[src/rtl/core/rrp_pkg.sv]
`timescale 1ns / 1ps

package rrp_pkg;

  // Widths of the argument count and argument length datapaths.
  localparam int COUNT_BITS = 20;
  localparam int LEN_BITS   = 32;

  // Widths of the two limit registers and of the config data, fixed by the register map.
  localparam int CFG_COUNT_BITS = 20;
  localparam int CFG_LEN_BITS   = 32;
  localparam int CFG_DATA_BITS  = 32;

  // The decimal accumulator covers the wider of the two fields.
  localparam int ACC_BITS = (COUNT_BITS > LEN_BITS) ? COUNT_BITS : LEN_BITS;
  // Limit comparisons run at a width that holds both accumulator and limits.
  localparam int CMP_BITS = (ACC_BITS > CFG_LEN_BITS) ? ACC_BITS : CFG_LEN_BITS;

  // Depth of the queue between the classifier and the parser.
  localparam int QUEUE_DEPTH = 4;
  localparam int QUEUE_PTR_BITS = $clog2(QUEUE_DEPTH);
  localparam int QUEUE_CNT_BITS = $clog2(QUEUE_DEPTH + 1);

  // Register indexes.
  localparam logic REG_MAX_ARG_COUNT  = 1'b0;
  localparam logic REG_MAX_ARG_LENGTH = 1'b1;

  // Reset values of the limit registers.
  localparam logic [CFG_COUNT_BITS-1:0] MAX_ARG_COUNT_RESET  = CFG_COUNT_BITS'(1048575);
  localparam logic [CFG_LEN_BITS-1:0]   MAX_ARG_LENGTH_RESET = CFG_LEN_BITS'(536870912);

  // Framing characters.
  localparam logic [7:0] CHAR_STAR   = 8'h2A;
  localparam logic [7:0] CHAR_DOLLAR = 8'h24;
  localparam logic [7:0] CHAR_CR     = 8'h0D;
  localparam logic [7:0] CHAR_LF     = 8'h0A;
  localparam logic [7:0] CHAR_ZERO   = 8'h30;
  localparam logic [7:0] CHAR_NINE   = 8'h39;

  // Parser phases.
  typedef enum logic [3:0] {
    PH_STAR     = 4'd0,
    PH_COUNT    = 4'd1,
    PH_COUNT_LF = 4'd2,
    PH_DOLLAR   = 4'd3,
    PH_LEN      = 4'd4,
    PH_LEN_LF   = 4'd5,
    PH_DATA     = 4'd6,
    PH_DATA_LF  = 4'd7,
    PH_ERROR    = 4'd8
  } phase_t;

  // Event codes shown on event_kind.
  typedef enum logic [2:0] {
    EV_FRAME = 3'd0,
    EV_COUNT = 3'd1,
    EV_START = 3'd2,
    EV_BYTE  = 3'd3,
    EV_END   = 3'd4,
    EV_ERR   = 3'd5
  } event_t;

  // One classified request byte as it travels from the front to the back.
  typedef struct packed {
    logic [7:0] data;
    logic       is_star;
    logic       is_dollar;
    logic       is_cr;
    logic       is_lf;
    logic       is_digit;
    logic [3:0] digit;
  } item_t;

  // Handshake between the queue and the parser.
  typedef struct packed {
    logic  valid;
    item_t item;
  } queue_head_t;

endpackage

[src/rtl/core/resp_request_parser_unit.sv]
`timescale 1ns / 1ps

// Byte-serial parser for requests made of an array of bulk strings. It takes
// one request byte per clock while in_stall is low and delivers exactly one
// event per byte, also one per clock in steady state while out_stall is low. A
// byte passes a classifying register, a four-entry queue and the parser, whose
// state update sets the rate; the event then reaches the outputs through the
// output register. The queue and the output register let either side stall
// without holding up the other. The two limit registers may be written at any
// time the block is idle; there is no clearing pass after reset.
module resp_request_parser_unit import rrp_pkg::*; (
  input  logic                     clk,
  input  logic                     rst,
  input  logic                     cfg_write,
  input  logic                     cfg_index,
  input  logic [CFG_DATA_BITS-1:0] cfg_data,
  input  logic                     in_valid,
  output logic                     in_stall,
  input  logic [7:0]               data_byte,
  output logic                     out_valid,
  input  logic                     out_stall,
  output logic [2:0]               event_kind,
  output logic [COUNT_BITS-1:0]    arg_index,
  output logic [LEN_BITS-1:0]      arg_length,
  output logic [COUNT_BITS-1:0]    arg_count,
  output logic [7:0]               payload_byte,
  output logic [LEN_BITS-1:0]      payload_offset,
  output logic                     request_done
);

  logic        push;
  item_t       push_item;
  logic        queue_full;
  logic        pop;
  queue_head_t head;

  // Classifying front end.
  rrp_front u_front (
    .clk        (clk),
    .rst        (rst),
    .in_valid   (in_valid),
    .in_stall   (in_stall),
    .data_byte  (data_byte),
    .queue_full (queue_full),
    .push       (push),
    .push_item  (push_item)
  );

  // Queue between front and back.
  rrp_queue u_queue (
    .clk       (clk),
    .rst       (rst),
    .push      (push),
    .push_item (push_item),
    .full      (queue_full),
    .pop       (pop),
    .head      (head)
  );

  // Parser and event output.
  rrp_back u_back (
    .clk            (clk),
    .rst            (rst),
    .cfg_write      (cfg_write),
    .cfg_index      (cfg_index),
    .cfg_data       (cfg_data),
    .head           (head),
    .pop            (pop),
    .out_valid      (out_valid),
    .out_stall      (out_stall),
    .event_kind     (event_kind),
    .arg_index      (arg_index),
    .arg_length     (arg_length),
    .arg_count      (arg_count),
    .payload_byte   (payload_byte),
    .payload_offset (payload_offset),
    .request_done   (request_done)
  );

endmodule

[src/rtl/core/rrp_front.sv]
`timescale 1ns / 1ps

module rrp_front import rrp_pkg::*; (
  input  logic       clk,
  input  logic       rst,
  input  logic       in_valid,
  output logic       in_stall,
  input  logic [7:0] data_byte,
  input  logic       queue_full,
  output logic       push,
  output item_t      push_item
);

  logic  stage_valid;
  item_t stage_item;
  item_t class_item;
  logic  accept;

  // Classify the incoming byte against the framing characters.
  always_comb begin
    class_item.data      = data_byte;
    class_item.is_star   = (data_byte == CHAR_STAR);
    class_item.is_dollar = (data_byte == CHAR_DOLLAR);
    class_item.is_cr     = (data_byte == CHAR_CR);
    class_item.is_lf     = (data_byte == CHAR_LF);
    class_item.is_digit  = (data_byte >= CHAR_ZERO) && (data_byte <= CHAR_NINE);
    class_item.digit     = 4'(data_byte - CHAR_ZERO);
  end

  // The stage is stalled only when it holds a byte that the queue cannot take.
  assign push      = stage_valid && !queue_full;
  assign in_stall  = stage_valid && queue_full;
  assign accept    = in_valid && !in_stall;
  assign push_item = stage_item;

  always_ff @(posedge clk) begin
    if (rst) begin
      stage_valid <= 1'b0;
    end else if (accept) begin
      stage_valid <= 1'b1;
    end else if (push) begin
      stage_valid <= 1'b0;
    end
  end

  always_ff @(posedge clk) begin
    if (accept) begin
      stage_item <= class_item;
    end
  end

endmodule

[src/rtl/core/rrp_queue.sv]
`timescale 1ns / 1ps

module rrp_queue import rrp_pkg::*; (
  input  logic        clk,
  input  logic        rst,
  input  logic        push,
  input  item_t       push_item,
  output logic        full,
  input  logic        pop,
  output queue_head_t head
);

  item_t                     entries [QUEUE_DEPTH];
  logic [QUEUE_PTR_BITS-1:0] wr_ptr;
  logic [QUEUE_PTR_BITS-1:0] rd_ptr;
  logic [QUEUE_CNT_BITS-1:0] fill;

  assign full       = (fill == QUEUE_CNT_BITS'(QUEUE_DEPTH));
  assign head.valid = (fill != '0);
  assign head.item  = entries[rd_ptr];

  // Pointers and fill level.
  always_ff @(posedge clk) begin
    if (rst) begin
      wr_ptr <= '0;
      rd_ptr <= '0;
      fill   <= '0;
    end else begin
      if (push) begin
        wr_ptr <= (wr_ptr == QUEUE_PTR_BITS'(QUEUE_DEPTH - 1)) ? '0 : wr_ptr + 1'b1;
      end
      if (pop) begin
        rd_ptr <= (rd_ptr == QUEUE_PTR_BITS'(QUEUE_DEPTH - 1)) ? '0 : rd_ptr + 1'b1;
      end
      if (push && !pop) begin
        fill <= fill + 1'b1;
      end else if (pop && !push) begin
        fill <= fill - 1'b1;
      end
    end
  end

  // Entry storage.
  always_ff @(posedge clk) begin
    if (push) begin
      entries[wr_ptr] <= push_item;
    end
  end

endmodule

[src/rtl/core/rrp_back.sv]
`timescale 1ns / 1ps

module rrp_back import rrp_pkg::*; (
  input  logic                     clk,
  input  logic                     rst,
  input  logic                     cfg_write,
  input  logic                     cfg_index,
  input  logic [CFG_DATA_BITS-1:0] cfg_data,
  input  queue_head_t              head,
  output logic                     pop,
  output logic                     out_valid,
  input  logic                     out_stall,
  output logic [2:0]               event_kind,
  output logic [COUNT_BITS-1:0]    arg_index,
  output logic [LEN_BITS-1:0]      arg_length,
  output logic [COUNT_BITS-1:0]    arg_count,
  output logic [7:0]               payload_byte,
  output logic [LEN_BITS-1:0]      payload_offset,
  output logic                     request_done
);

  logic [CFG_COUNT_BITS-1:0] max_arg_count;
  logic [CFG_LEN_BITS-1:0]   max_arg_length;

  phase_t                phase, phase_next;
  logic [ACC_BITS-1:0]   digit_value, digit_value_next;
  logic                  digits_stopped, digits_stopped_next;
  logic                  digit_over, digit_over_next;
  logic [COUNT_BITS-1:0] count_held, count_held_next;
  logic [COUNT_BITS-1:0] index_held, index_held_next;
  logic [LEN_BITS-1:0]   length_held, length_held_next;
  logic [LEN_BITS-1:0]   offset_held, offset_held_next;

  item_t                 item;
  logic [ACC_BITS+3:0]   times_ten;
  logic [CMP_BITS-1:0]   value_cmp;
  logic                  count_exceeds;
  logic                  length_exceeds;
  logic [COUNT_BITS:0]   index_plus;
  logic                  more_args;

  event_t                ev;
  logic [7:0]            ev_byte;
  logic [LEN_BITS-1:0]   ev_offset;
  logic                  ev_done;

  assign item = head.item;

  // A byte leaves the queue whenever the output register is free or drains.
  assign pop = head.valid && (!out_valid || !out_stall);

  // Limit registers.
  always_ff @(posedge clk) begin
    if (rst) begin
      max_arg_count  <= MAX_ARG_COUNT_RESET;
      max_arg_length <= MAX_ARG_LENGTH_RESET;
    end else if (cfg_write) begin
      unique case (cfg_index)
        REG_MAX_ARG_COUNT:  max_arg_count  <= cfg_data[CFG_COUNT_BITS-1:0];
        REG_MAX_ARG_LENGTH: max_arg_length <= cfg_data[CFG_LEN_BITS-1:0];
        default: ;
      endcase
    end
  end

  // Decimal step: value times ten plus the new digit, with the overflow held apart.
  assign times_ten = ({4'b0, digit_value} << 3) + ({4'b0, digit_value} << 1)
                   + (ACC_BITS + 4)'(item.digit);
  assign value_cmp = CMP_BITS'(digit_value);

  // A field is above its limit if it overflowed, left its range or passed the register.
  assign count_exceeds  = digit_over
                       || (value_cmp > CMP_BITS'({COUNT_BITS{1'b1}}))
                       || (value_cmp > CMP_BITS'(max_arg_count));
  assign length_exceeds = digit_over
                       || (value_cmp > CMP_BITS'({LEN_BITS{1'b1}}))
                       || (value_cmp > CMP_BITS'(max_arg_length));

  assign index_plus = {1'b0, index_held} + 1'b1;
  assign more_args  = (index_plus < {1'b0, count_held});

  // Next phase and next held values.
  always_comb begin
    phase_next          = phase;
    digit_value_next    = digit_value;
    digits_stopped_next = digits_stopped;
    digit_over_next     = digit_over;
    count_held_next     = count_held;
    index_held_next     = index_held;
    length_held_next    = length_held;
    offset_held_next    = offset_held;
    unique case (phase)
      PH_STAR, PH_DOLLAR: begin
        if ((phase == PH_STAR) ? item.is_star : item.is_dollar) begin
          digit_value_next    = '0;
          digits_stopped_next = 1'b0;
          digit_over_next     = 1'b0;
          phase_next          = (phase == PH_STAR) ? PH_COUNT : PH_LEN;
        end else begin
          phase_next = PH_ERROR;
        end
      end
      PH_COUNT, PH_LEN: begin
        if (item.is_cr) begin
          if (phase == PH_COUNT) begin
            phase_next = count_exceeds ? PH_ERROR : PH_COUNT_LF;
          end else if (length_exceeds) begin
            phase_next = PH_ERROR;
          end else begin
            length_held_next = digit_value[LEN_BITS-1:0];
            phase_next       = PH_LEN_LF;
          end
        end else if (!digits_stopped) begin
          if (!item.is_digit) begin
            digits_stopped_next = 1'b1;
          end else if (digit_over || (times_ten[ACC_BITS+3:ACC_BITS] != 4'd0)) begin
            digit_over_next = 1'b1;
          end else begin
            digit_value_next = times_ten[ACC_BITS-1:0];
          end
        end
      end
      PH_COUNT_LF: begin
        if (item.is_lf) begin
          count_held_next = digit_value[COUNT_BITS-1:0];
          index_held_next = '0;
          phase_next      = (digit_value == '0) ? PH_STAR : PH_DOLLAR;
        end else begin
          phase_next = PH_ERROR;
        end
      end
      PH_LEN_LF: begin
        if (item.is_lf) begin
          offset_held_next = '0;
          phase_next       = PH_DATA;
        end else begin
          phase_next = PH_ERROR;
        end
      end
      PH_DATA: begin
        if (offset_held == length_held) begin
          phase_next = item.is_cr ? PH_DATA_LF : PH_ERROR;
        end else begin
          offset_held_next = offset_held + 1'b1;
        end
      end
      PH_DATA_LF: begin
        if (item.is_lf) begin
          if (more_args) begin
            index_held_next = index_plus[COUNT_BITS-1:0];
            phase_next      = PH_DOLLAR;
          end else begin
            index_held_next = '0;
            phase_next      = PH_STAR;
          end
        end else begin
          phase_next = PH_ERROR;
        end
      end
      default: begin
        phase_next = PH_ERROR;
      end
    endcase
  end

  // Event produced by the current byte.
  always_comb begin
    ev        = EV_FRAME;
    ev_byte   = 8'd0;
    ev_offset = '0;
    ev_done   = 1'b0;
    unique case (phase)
      PH_COUNT_LF: begin
        ev      = EV_COUNT;
        ev_done = (digit_value == '0);
      end
      PH_LEN_LF: begin
        ev = EV_START;
      end
      PH_DATA: begin
        if (offset_held != length_held) begin
          ev        = EV_BYTE;
          ev_byte   = item.data;
          ev_offset = offset_held;
        end
      end
      PH_DATA_LF: begin
        ev      = EV_END;
        ev_done = !more_args;
      end
      default: ;
    endcase
    // Any byte that leaves or keeps the parser in error reports only the error.
    if (phase_next == PH_ERROR) begin
      ev        = EV_ERR;
      ev_byte   = 8'd0;
      ev_offset = '0;
      ev_done   = 1'b0;
    end
  end

  // Parser state.
  always_ff @(posedge clk) begin
    if (rst) begin
      phase          <= PH_STAR;
      digit_value    <= '0;
      digits_stopped <= 1'b0;
      digit_over     <= 1'b0;
      count_held     <= '0;
      index_held     <= '0;
      length_held    <= '0;
      offset_held    <= '0;
    end else if (pop) begin
      phase          <= phase_next;
      digit_value    <= digit_value_next;
      digits_stopped <= digits_stopped_next;
      digit_over     <= digit_over_next;
      count_held     <= count_held_next;
      index_held     <= index_held_next;
      length_held    <= length_held_next;
      offset_held    <= offset_held_next;
    end
  end

  // Output register: filled on each pop, emptied when the consumer takes it.
  always_ff @(posedge clk) begin
    if (rst) begin
      out_valid <= 1'b0;
    end else if (pop) begin
      out_valid <= 1'b1;
    end else if (!out_stall) begin
      out_valid <= 1'b0;
    end
  end

  always_ff @(posedge clk) begin
    if (pop) begin
      event_kind     <= ev;
      arg_index      <= index_held_next;
      arg_length     <= length_held_next;
      arg_count      <= count_held_next;
      payload_byte   <= ev_byte;
      payload_offset <= ev_offset;
      request_done   <= ev_done;
    end
  end

endmodule

[config.mk]
export PLATFORM = sky130hd
export DESIGN_NAME = resp_request_parser_unit
export DESIGN_NICKNAME = d
export VERILOG_FILES = /design/src/rtl/core/rrp_pkg.sv /design/src/rtl/core/resp_request_parser_unit.sv /design/src/rtl/core/rrp_front.sv /design/src/rtl/core/rrp_queue.sv /design/src/rtl/core/rrp_back.sv
export SDC_FILE = /design/constraint.sdc
export NUM_CORES = 1
export LEC_CHECK = 0
export ABC_AREA = 1
export BUFFER_PORTS_ARGS = -buffer_cell sky130_fd_sc_hd__buf_4
export CORE_MARGIN = 5
export CORE_UTILIZATION = 55
export CTS_BUF_LIST = sky130_fd_sc_hd__clkbuf_2 sky130_fd_sc_hd__clkbuf_4 sky130_fd_sc_hd__clkbuf_8
export DETAILED_ROUTE_END_ITERATION = 10
export PLACE_DENSITY_LB_ADDON = 0.08
export REMOVE_ABC_BUFFERS = 1
export SETUP_SLACK_MARGIN = 0.02
export SKIP_CTS_REPAIR_TIMING = 1
export SYNTH_ARGS = -nofsm -noshare
export SYNTH_HDL_FRONTEND = slang
export SYNTH_SLANG_ARGS = --single-unit
[constraint.sdc]
create_clock -name clk -period 12.8 [get_ports clk]
set_input_delay 2.56 -clock clk [delete_from_list [all_inputs] [get_ports clk]]
set_output_delay 2.56 -clock clk [all_outputs]
set_load 0.1 [all_outputs]
==> results of run 1 <==
## stage by stage
stage	setup slack, ps	instance area (µm²)	setup TNS [ps]	hold slack, ps
final	7990	24400	0	457
after global routing	7550	24400	0	478
after CTS	7910	24400	0	462
after detailed placement	7400	23000	0	455
after global placement	7570	23000	0	443
after floorplan	-5230	21000	-562020	435
## cell usage in the layout, fill, tap and decap left out, types with 9 or more instances in the layout
master / instances
dfxtp_1: 205
a21oi_1: 221
ha_1: 142
edfxtp_1: 181
clkinv_1: 11
xor2_1: 57
or2_2: 9
nor2_1: 288
clkinv_2: 13
o21ai_0: 123
o211ai_1: 41
nor4_1: 18
xnor2_1: 15
clkbuf_4: 18
o21ai_1: 35
nor3_1: 42
buf_4: 184
clkbuf_8: 74
nand4_1: 70
nor2_2: 16
inv_2: 9
nand3_1: 110
inv_1: 393
nand2_1: 606
## layer usage
metal / vias up / track usage
li1: 9333 / -
met1: 8666 / 0.374
met2: 541 / 0.437
met3: 82 / 0.0481
met4: 0 / 0.0666
met5: - / 0
## area by class of cell
cell class | instances | share of cell area
multi-input cells | 1848 | 0.408
flip-flops and latches | 386 | 0.392
inverters | 404 | 0.0624
repair buffers | 184 | 0.0567
clock buffers | 92 | 0.0474
well taps | 518 | 0.0266
clock inverters | 29 | 0.00709
## power groups by stage
stage	combinational, W	sequential (W)	clock (W)
after global routing	0.00402	0.00207	0.00120
final	0.00372	0.00204	0.00112
after global placement	0.00364	0.00205	0
after floorplan	0.00155	0.00335	0
after CTS	0.00372	0.00203	0.00115
after detailed placement	0.00370	0.00206	0
## flip-flops by register name (all words and copies together), names as in the netlist, 2 cells and up, named ones only
signal                 cells
u_back.length_held        32
u_back.index_held         20
u_back.arg_index          20
u_back.arg_length         32
u_back.arg_count          20
u_back.max_arg_length     32
u_back.max_arg_count      20
u_back.payload_byte        8
u_back.count_held         20
u_back.digit_value        32
u_front.push_item         13
u_back.offset_held        32
u_back.phase               4
u_queue.wr_ptr             2
u_back.payload_offset     32
u_queue.entries           52
u_queue.fill               3
u_queue.rd_ptr             2
u_back.event_kind          3
## final timing paths
check / to / start / depth (start not counted)
max reg2reg: u_back.digit_value[7] / flop / 20
max: u_back.digit_value[7] / flop / 20
min: u_back.max_arg_length[16] / u_back.max_arg_length[16] / 2
min reg2reg: u_back.max_arg_length[16] / u_back.max_arg_length[16] / 2
## cell families (layout without fill, tap and decap cells)
logic type	after synthesis	after routing
adder cells (fa/ha/maj)	145	145
AO/OA/AOI/OAI	453	453
AND/OR/NAND/NOR	1178	1178
flip-flops	386	386
XOR/XNOR	72	72
buffers and inverters	509	709
## worst reg2reg max path, cell delays in order (launching register included)
cell and delay (ps):
dfxtp_1 630, inv_1 410, a21oi_1 240, a32o_1 310, fa_1 480, fa_1 480, nand3b_1 180, nand2_1 140
nand2_1 70, nand2_1 120, nand2_1 70, nand2_1 180, nand2_1 150, nand3_1 100, nand2_1 70, nor2_2 150
nand3_4 280, nand2_4 300, inv_4 150, nor2_1 150, nor2_1 60
==> results.py, run 1 <==
metrics = {
    "run_status": {
        "status": "complete, no violations",
    },
    "route": {
        "drc": 0,
        "totalWireLength_um": 59600,
        "routedWlPerCell_um": 17.2,
        "wl_met3_um": 3770,
        "ant_nets": 0,
        "routed.top_layer": "met4",
        "wl_met2_um": 27500,
        "wl_met1_um": 27100,
        "vias": 18600,
        "firstDrtPassIters": 6,
        "initialDrtViolationCount": 1421,
        "via_per_inst": 5.38,
    },
    "synthesis": {
        "syn_avg_cell_area_um2": 7.81,
        "synthTopCellsByArea": "edfxtp_1, dfxtp_1, nand2_1",
        "async_flop_share": 0,
        "yosysUniqueCellTypes": 50,
        "ys_warn_count": 0,
        "postSynthCellCount": 2743,
        "yosysMostFrequentCell": "nand2_1",
        "synth-seq-cells": 386,
        "synth-seq-area-share": 0.445,
        "synth.top_cell.area_share": 0.254,
        "synth.mux.area_fraction": 0,
        "synth_top_family_by_area": "simple AND/OR/NAND/NOR gates",
        "synth_area_um2": 21400,
        "synthTopCellsByCount": "nand2_1, inv_1, nor2_1, a21oi_1, dfxtp_1",
        "synth-edff-count": 181,
        "synth_compound_area_frac": 0.115,
        "yosys.area_share.adder": 0.0857,
        "synth_xor_area_frac": 0.0294,
        "synth-simple-area-share": 0.233,
        "synth_top_cell_by_area": "edfxtp_1",
        "synth_ff_type": "dfxtp_1",
    },
    "final_layout": {
        "regArea_um2": 9540,
        "syn_to_final_growth_pct": 13.7,
        "multi_input_area_um2": 9940,
        "drive_gt1_frac": 0.117,
        "layout.nets": 3082,
        "fillCellCount": 3430,
        "final_cells": 3461,
        "diodes": 0,
        "final_util": 0.630,
    },
    "timing": {
        "rsz0062_at_grt": "false",
        "slew_headroom": 0.269,
        "fmax_mhz": 208,
        "fin_crit_sh": 0.375,
        "clock_skew_ps": 43.4,
        "slew_violations": 0,
        "hold_viol": 0,
        "fin_crit_ps": 4810,
        "worst_pin_slew_ps": 1100,
        "setup_violations": 0,
    },
    "critical_path": {
        "r2r_slack_ps": 7990,
        "critPathBufInv": 2,
        "path_cells": "inv_1 > a21oi_1 > a32o_1 > fa_1 > fa_1 > nand3b_1 > nand2_1 > nand2_1 > nand2_1 > nand2_1 > nand2_1 > nand2_1 > nand3_1 > nand2_1 > nor2_2 > nand3_4 > nand2_4 > inv_4 > nor2_1 > nor2_1",
        "crit_family": "simple AND/OR/NAND/NOR gates",
        "startpoint_type": "flop",
        "crit_arrival_ps": 5320,
        "cpMostUsedCell": "nand2_1",
        "critPathMaxStageDelay_ps": 630,
        "crit_slowest_cell": "dfxtp_1",
        "crit_fanout": 26,
        "path_class": "reg2reg",
        "required_ps": 13310,
        "end_kind": "flop",
    },
    "power": {
        "clkPwrFrac": 0.163,
        "totalPowerFinal_w": 0.00688,
        "internal-power_w": 0.00327,
        "pwr-share-seq": 0.296,
        "p_comb_frac": 0.541,
        "switching_share": 0.525,
        "p_leak_nw": 11.4,
        "irDropWorstVdd_mv": 0.222,
        "net-switching-power_w": 0.00361,
        "p_per_area_nw_per_um2": 282,
    },
    "place": {
        "dp_hpwl_um": 43100,
        "place_congestion": 0.919,
        "place.port_buffers": 163,
        "dp_cells": 3340,
    },
    "global_route": {
        "grt_max_degree": 102,
        "grt_pass1_wl_um": 94600,
        "antenna_found_initial": 0,
        "grt_pass1_vias": 17600,
        "grt_util_all_layers": 0.268,
        "grt_remaining_overflow": 0,
    },
    "floorplan": {
        "die_area_um2": 43000,
        "io_pins": 164,
        "fp.dieH_um": 207,
        "coreArea_um2": 38600,
        "num_rows": 72,
        "die_w_um": 207,
        "initial_core_util": 0.555,
    },
    "cts": {
        "cts_buffer_depth": 3,
        "worstSkewPairLatency_ps": 630,
        "clk_pin_slew_ps": 60,
        "cts_sinks": 386,
        "htree_levels": 3,
        "cts_buffers": 67,
        "clockRootBuffer": "clkbuf_8",
        "cts_tree": "yes",
    },
    "worst_hold_path": {
        "hp-class": "reg2reg",
    },
    "run": {
        "cap_violations": 0,
    },
}
No activity file was read; power rests on OpenSTA's default activity.
==> inputs of run 2 (changes only) <==
Clock period 12.8 ns to 4 ns, I/O delays scaled along.
==> run 2 against run 1 <==
Against the previous run: total power grew to 3.3 times the previous value; first-iteration DRC count about the same; die area is the same; flip-flop and latch count stayed put; sequential share of layout area decreased by 0.49 points; clock skew is 12 ps higher; highest routed layer unchanged; critical path depth increased by 3; core utilization is 0.80 points higher.
==> results.py, run 2 (synthesis gave the netlist of run 1 again) <==
metrics = {
    "run_status": {
        "status": "complete, no violations",
    },
    "final_layout": {
        "regMostFlops": "u_queue.entries",
        "syn_to_final_growth_pct": 15.1,
        "diodes": 0,
        "fillCellCount": 3477,
        "final_cells": 3486,
        "layout.nets": 3105,
        "most-common-layout-cells": "nand2_1, inv_1, nor2_1, a21oi_1, dfxtp_1",
        "layout_commonest_cell": "nand2_1",
        "largest_reg_flops": 52,
        "drive_gt1_frac": 0.126,
        "final_area_um2": 24700,
    },
    "worst_hold_path": {
        "hold_end": "u_front.push_item[16]",
        "hp-class": "in2reg",
        "hold_depth": 1,
        "hp-start": "data_byte[7]",
    },
    "floorplan": {
        "initial_core_util": 0.555,
        "fp.dieH_um": 207,
        "io_pins": 164,
        "die_w_um": 207,
        "die_area_um2": 43000,
        "num_rows": 72,
        "coreArea_um2": 38600,
    },
    "route": {
        "firstDrtPassIters": 6,
        "routed.top_layer": "met4",
        "routedWlPerCell_um": 17.4,
        "wl_met1_um": 27300,
        "ant_nets": 0,
        "initialDrtViolationCount": 1420,
        "wl_met2_um": 27900,
        "via_per_inst": 5.43,
        "totalWireLength_um": 60600,
        "drc": 0,
        "wl_met3_um": 3850,
        "vias": 18900,
    },
    "timing": {
        "slew_headroom": 0.322,
        "clock_skew_ps": 55.4,
        "fin_crit_sh": 0.912,
        "setup_violations": 0,
        "fmax_mhz": 274,
        "fin_crit_ps": 3650,
        "tns_ps": 0,
        "hold_viol": 0,
        "slew_violations": 0,
        "rsz0062_at_grt": "false",
        "worst_pin_slew_ps": 1020,
    },
    "cts": {
        "clockRootBuffer": "clkbuf_8",
        "worstSkewPairLatency_ps": 660,
        "htree_levels": 3,
        "cts_tree": "yes",
        "clk_pin_slew_ps": 60,
        "cts_buffer_depth": 3,
        "cts_sinks": 386,
        "cts_buffers": 69,
    },
    "run": {
        "cap_violations": 0,
    },
    "place": {
        "place_congestion": 0.926,
        "place.port_buffers": 163,
        "dp_hpwl_um": 44000,
        "dpl_cell_area_um2": 23200,
        "dp_cells": 3361,
    },
    "critical_path": {
        "startpoint_type": "flop",
        "crit_fanout": 24,
        "end_kind": "flop",
        "r2r_end": "u_back.digit_value[2]",
        "path_class": "reg2reg",
        "r2r_cells": 23,
        "required_ps": 4570,
        "r2r_slack_ps": 350,
        "crit_arrival_ps": 4220,
    },
    "global_route": {
        "grt_max_degree": 162,
        "grt_pass1_vias": 17700,
        "grt_remaining_overflow": 0,
        "grt_pass1_wl_um": 96300,
        "grt_util_all_layers": 0.275,
        "antenna_found_initial": 0,
    },
    "power": {
        "irDropWorstVdd_mv": 1.51,
        "totalPowerFinal_w": 0.0224,
        "p_per_area_nw_per_um2": 908,
        "p_leak_nw": 11.5,
    },
}
## run 2: changes by cell type in the layout (fill, tap and decap cells not counted), sizes merged
cell	before	now
buf	184	205
bufinv	1	2
clkbuf	92	99
clkinv	24	21
inv	406	405
## run 2: worst max path at each step
stage | start | endpoint | slack [ps]
2_1_floorplan | out_stall | u_back.offset_held[10] | -12270
3_3_place_gp | u_back.index_held[0] | u_back.arg_index[18] | 210
3_5_place_dp | u_back.index_held[0] | u_back.arg_index[2] | 110
4_1_cts | u_back.index_held[0] | u_back.arg_index[2] | 90
5_1_grt | u_back.index_held[0] | u_back.arg_index[2] | 40
6_report | flop | u_back.digit_value[2] | 350
## run 2: final cells by class
class | count | area (µm²) | area share
timing repair buffer | 205 | 1590 | 0.0646
multi-input combinational | 1848 | 9980 | 0.405
clock buffer | 99 | 1210 | 0.0491
inverter | 404 | 1520 | 0.0616
clock inverter | 26 | 173 | 0.00700
sequential | 386 | 9540 | 0.387
tap | 518 | 648 | 0.0263
## run 2: metal layers
layer,up-vias,global-route usage
met2,607,0.444
met4,0,0.0837
li1,9373,-
met1,8839,0.384
met3,109,0.0443
met5,-,0
## run 2: worst max-delay path, stage by stage (launching register included)
cell and delay [ps]:
dfxtp_1 350, buf_4 230, nor2_1 120, nor2_1 40, o21ai_0 110, nand2_1 160, ha_1 320, ha_1 170
inv_1 60, fa_1 420, nand3b_1 170, nand2_1 120, nand2_1 70, nand2_1 110, nand2_1 60, nand2_1 110
nand2_1 100, nand2_1 90, nand2_1 60, nand2_1 70, nand2_1 60, nor2_1 300, nand4_1 160, a21oi_1 150
## run 2: power by group
| part | total, W | internal [W] | switching [W] |
|---|---|---|---|
| combinational | 0.0122 | 0.00297 | 0.00921 |
| sequential | 0.00646 | 0.00568 | 0.000786 |
| clock | 0.00376 | 0.00208 | 0.00168 |
| total | 0.0224 | 0.0107 | 0.0117 |
## run 2: metrics by stage
step	setup WS (ps)	utilization	hold slack, ps
2_1_floorplan	-12270	-	435
3_3_place_gp	210	0.601	444
3_5_place_dp	110	0.601	450
4_1_cts	91.2	0.637	322
5_1_grt	35.4	0.638	330
6_report	351	0.638	372
